--- src/rtl/crs_pkg.sv ---
`default_nettype none
package crs_pkg;

    localparam int MAX_METERS  = 4096;
    localparam int COUNT_BITS  = 16;
    localparam int ADDR_W      = $clog2(MAX_METERS);

    localparam int CFG_W       = 13;
    localparam int IDX_W       = 12;
    localparam int OUT_CNT_W   = 16;
    localparam int MEAN_W      = 24;
    localparam int TOTAL_W     = 32;
    localparam int FRAC_BITS   = 8;

    localparam int DVD_W       = TOTAL_W + FRAC_BITS;
    localparam int REM_W       = CFG_W + 1;
    localparam int DIV_CNT_W   = $clog2(DVD_W + 1);

    localparam int IN_DATA_W   = 16;
    localparam int OUT_DATA_W  = 2 * OUT_CNT_W + MEAN_W + TOTAL_W;

    localparam logic [CFG_W-1:0] METER_COUNT_RESET = 13'd4096;

    // controller -> datapath
    typedef struct packed {
        logic load;
        logic item_wr;
        logic sweep_start;
        logic sweep_step;
        logic div_start;
        logic div_step;
        logic out_load;
    } crs_cmd_t;

    // datapath -> controller
    typedef struct packed {
        logic last_entry;
        logic sweep_end;
        logic div_done;
        logic out_free;
    } crs_status_t;

endpackage
`default_nettype wire

--- src/rtl/crs_ctrl.sv ---
`default_nettype none
module crs_ctrl
    import crs_pkg::*;
(
    input  logic        clk,
    input  logic        rst_n,
    input  logic        in_valid,
    output logic        in_ready,
    input  crs_status_t status,
    output crs_cmd_t    cmd
);

    typedef enum logic [3:0] {
        ST_CLEAR,
        ST_IDLE,
        ST_READ,
        ST_WRITE,
        ST_SWEEP_INIT,
        ST_SWEEP,
        ST_DRAIN,
        ST_DIV,
        ST_OUT
    } state_t;

    state_t state_reg;
    state_t state_next;

    always_comb
    begin
        state_next = state_reg;
        cmd        = '0;
        in_ready   = 1'b0;
        case (state_reg)
            ST_CLEAR:
            begin
                cmd.sweep_step = 1'b1;
                if (status.sweep_end)
                    state_next = ST_IDLE;
            end
            ST_IDLE:
            begin
                in_ready = 1'b1;
                if (in_valid)
                begin
                    cmd.load   = 1'b1;
                    state_next = ST_READ;
                end
            end
            ST_READ:
            begin
                state_next = ST_WRITE;
            end
            ST_WRITE:
            begin
                cmd.item_wr = 1'b1;
                state_next  = status.last_entry ? ST_SWEEP_INIT : ST_IDLE;
            end
            ST_SWEEP_INIT:
            begin
                cmd.sweep_start = 1'b1;
                state_next      = ST_SWEEP;
            end
            ST_SWEEP:
            begin
                cmd.sweep_step = 1'b1;
                if (status.sweep_end)
                    state_next = ST_DRAIN;
            end
            ST_DRAIN:
            begin
                // last read word lands in min/max this cycle
                cmd.div_start = 1'b1;
                state_next    = ST_DIV;
            end
            ST_DIV:
            begin
                if (status.div_done)
                    state_next = ST_OUT;
                else
                    cmd.div_step = 1'b1;
            end
            ST_OUT:
            begin
                if (status.out_free)
                begin
                    cmd.out_load = 1'b1;
                    state_next   = ST_IDLE;
                end
            end
            default:
            begin
                state_next = ST_IDLE;
            end
        endcase
    end

    always_ff @(posedge clk or negedge rst_n)
    begin
        if (!rst_n)
        begin
            state_reg <= ST_CLEAR;
        end
        else
        begin
            state_reg <= state_next;
        end
    end

endmodule
`default_nettype wire

--- config.mk ---
export PLATFORM = sky130hd
export DESIGN_NAME = crs_ctrl
export DESIGN_NICKNAME = d
export VERILOG_FILES = /design/src/rtl/crs_pkg.sv /design/src/rtl/crs_ctrl.sv
export SDC_FILE = /design/constraint.sdc
export NUM_CORES = 1
export LEC_CHECK = 0
export BUFFER_PORTS_ARGS = -buffer_cell sky130_fd_sc_hd__clkbuf_2
export CORE_AREA = 5 5 42 44
export DETAILED_ROUTE_END_ITERATION = 8
export DIE_AREA = 0 0 47 49
export GPL_TIMING_DRIVEN = 0
export SLEW_MARGIN = 10
export SYNTH_ARGS = -nofsm -noshare
export SYNTH_HDL_FRONTEND = slang
export SYNTH_SLANG_ARGS = --single-unit
--- constraint.sdc ---
create_clock -name clk -period 2.3 [get_ports clk]
set_clock_uncertainty 0.15 [all_clocks]
set_input_delay 0.46 -clock clk [delete_from_list [all_inputs] [get_ports clk]]
set_output_delay 0.46 -clock clk [all_outputs]
set_load 0.02 [all_outputs]
==> Word level (Yosys, flattened, before mapping) <==
Cells that the tools add are included.
{ "word_totals": {"ff_bits": 4, "latchBits": 0, "mem_bits_rw": 0, "mem_bits_ro": 0, "input_bits": 7, "n_memories": 0} }
{ "classes": {"add_sub_neg": 0, "multipliers": 0, "n_div": 0, "order_cmp": 0, "n_eq_ne": 13, "shifts": 0, "n_mux": 18, "bitwise": 0, "n_reduce_logical": 3} }
{ "op_table": {"columns": ["op", "count"], "rows": [
  ["$pmux 4 s9", 1],
  ["$mux 4", 5],
  ["$eq 4x3->1 const B", 4],
  ["$mux 1", 11],
  ["$ne 2x2->1 const B", 5],
  ["$eq 4x2->1 const B", 2],
  ["$reduce_and 5->1", 1],
  ["$eq 4x1->1 const B", 1],
  ["$eq 4x4->1 const B", 1],
  ["$logic_not 4->1", 1],
  ["$mux 3", 1],
  ["$reduce_or 2->1", 1]
]} }

==> Logic depth before layout (Yosys ltp) <==
{ "logic_depth": {"word_depth": 3, "ltp_mapped": 5, "ltp_nobuf": 4} }

==> Least setup slack after synthesis <==
OpenSTA, ideal clock, no wires.
{ "synth_timing": {"path_type": "register to output", "startpoint": "register state_reg[1]", "endpoint": "output port cmd[6] (netlist bit)", "t_arrival_ns": 1.769, "required_time_ns": 1.690, "path_slack_ns": -0.079, "stages_incl_launch_ff": 4, "path_buffers": 1, "cell_sequence": "dfrtp_1 > clkbuf_1 > nor4b_1 > and2_1"} }
{ "synth_lines": {"columns": ["element", "line", "source"], "rows": [
  ["start: declaration", "crs_ctrl.sv:25", "state_t state_reg;"],
  ["start signal: assignment", "crs_ctrl.sv:105", "state_reg <= state_next;"],
  ["end: declaration", "crs_ctrl.sv:10", "output crs_cmd_t cmd"]
]} }

==> results.tsv <==
metric	value	unit
grt_usage	0.0748	
dr.pass1.iters	4	
cts_tree	built	
largest_reg_flops	4	
die_h	49	µm
finalMaxSlewViolations	0	
synth_warnings	0	
dieArea	2300	µm²
ctsResizeCount	0	
ys_types	24	
gp_congestion	0.811	
num_vias	329	
drive_gt1_frac	0.446	
routedWlPerCell	10.9	µm
synth_enable_flop_cells	0	
ys_top_cells_by_count	dfrtp_1, nand2_1, buf_2, nor3_1	
p_leak	0.214	nW
r2r_slack	0.57	ns
clk_latency	0.23	ns
drtIter0Drc	5	
cp_max_fo	10	
path_class	register to primary output	
maxCapViolCount	0	
routed_wl	788	µm
setup_viol	0	
overflow	0	
cpPeakStageDelay	0.56	ns
coreArea	1400	µm²
worstMarginPinSlew	0.379	ns
async_flop_share	1.00	
portBuffers	14	
crit_slowest_cell	or4b_1	
period_minus_slack	2.23	ns
synth.area.top_cells	dfrtp_1, mux2_1, nor3_2, or3b_1, buf_2	
ys_ff_latch	4	
placed_cells	69	
max_freq	0.449	GHz
critPathLaunchType	register	
ir_worst_vdd	580	µV
antenna_found_initial	0	
place.detailed.hpwl	653	µm
cp_top_family	simple AND/OR/NAND/NOR gates	
required	1.69	ns
io_pins	15	
numCtsBuffers	3	
fin_cells	72	
initial_utilization	0.244	
syn_area	342	µm²
finalSetupTns	0	ns
viasPerCell	4.57	
synthFlopType	dfrtp_1	
area_growth	36.6	%
grt_setup_unrepaired	false	
critPathBufInv	2	
ant_nets	0	
synth_cells	39	
critical_path_arrival	1.62	ns
finalCritPeriodShare	0.969	
synth_largest_type_area_fraction	0.293	
synth-seq-area-share	0.293	
grt_start_max_net_pins	12	
preCtsSetupSlack	0.236	ns
maxSlewHeadroom	0.748	
htreeDepth	1	
clockRootBuffer	clkbuf_4	
final_nets	65	
setup_ws	0.0710	ns
crit_chain	buf_2 > or4b_1 > nor2_1 > clkbuf_2	
status	completed	
fp.dieW	47	µm
route.detailed.drc	0	
cts_sinks	4	
avgSynthCellArea	8.76	µm²
synth_top_cell_by_area	dfrtp_1	
finalCoreUtilization	0.333	
clk_pin_slew_worst_paths	0.03	ns
synth_fp_nets	46	
rows	14	
end_kind	primary output	
hold_slack	0.295	ns
cts_buffer_depth	2	
grt_pass1_wl	1210	µm
antenna_cells	0	
power.density	1310	nW/µm²
grt_pass1_vias	331	
hold_path_class	primary input to register	
finalHoldViolCount	0	
[cells by family (layout without fill, tap and decap cells)]
family,count (synthesis),count (layout),synth area share
compound gates,4,4,0.0916
flops,4,4,0.293
buf+inv,5,22,0.0659
simple gates,22,22,0.432
xor+xnor,2,2,0.0513
mux,2,2,0.0659
[what timing repair did]
action,CTS,global route
hold buffers,1,0
setup buffers,0,0
setup endpoints to repair,1,0
endpoints found under the hold margin,4,0
[path summary, 6_finish.rpt]
| kind | startpoint | end | depth (start not counted) |
|---|---|---|---|
| worst max-delay path | state_reg[0]$_DFFE_PN0P_ | cmd[0] | 4 |
| worst min-delay path | status[0] | state_reg[3]$_DFFE_PN0P_ | 2 |
| worst max register to register | state_reg[3]$_DFFE_PN0P_ | state_reg[0]$_DFFE_PN0P_ | 4 |
| worst min register to register | state_reg[3]$_DFFE_PN0P_ | state_reg[3]$_DFFE_PN0P_ | 2 |
| max in group asynchronous | rst_n | state_reg[3]$_DFFE_PN0P_ | 2 |
| min in group asynchronous | rst_n | state_reg[1]$_DFFE_PN0P_ | 2 |
[per-stage QoR]
stage | total power [W] | cell area [µm²]
after global routing | 0.000664 | 467
final | 0.000613 | 467
after detailed placement | 0.000539 | 438
after floorplan | 0.000435 | 348
after CTS | 0.000626 | 467
after global placement | 0.000533 | 438
[layer usage]
layer | GRT usage | up-vias | wire, µm
li1 | - | 174 | -
met1 | 0.0708 | 149 | 327
met2 | 0.115 | 6 | 413
met3 | 0.0295 | 0 | 47
met4 | 0.0691 | 0 | 0
met5 | 0 | - | 0
[power by group]
group	internal [W]	leakage, nW	switching, W	total (W)
sequential	0.0000998	0.0504	0.0000388	0.000139
clock	0.0000581	0.0138	0.0000254	0.0000835
combinational	0.000162	0.150	0.000228	0.000391
[layout make-up]
type / count / area, µm²
Inverter: 1 / 3.75
Sequential cell: 4 / 100
Fill cell: 162 / 935
Clock buffer: 3 / 22.5
Buffer: 3 / 15.0
Multi-Input combinational cell: 30 / 225
Timing Repair Buffer: 15 / 80.1
Tap cell: 16 / 20.0
[cells in the final DEF, fill, tap and decap left out, drive strengths merged]
master,count
a211oi,1
a21oi,2
and2,1
buf,3
clkbuf,17
dfrtp,4
dlygate4sd3,1
inv,1
mux2,2
nand2,4
nand2b,1
nand4b,1
nor2,2
nor3,5
nor3b,1
nor4,2
nor4b,1
o32ai,1
or2,1
or3b,2
or4b,1
xnor2,1
xor2,1
No activity file was read; power rests on OpenSTA's default activity.
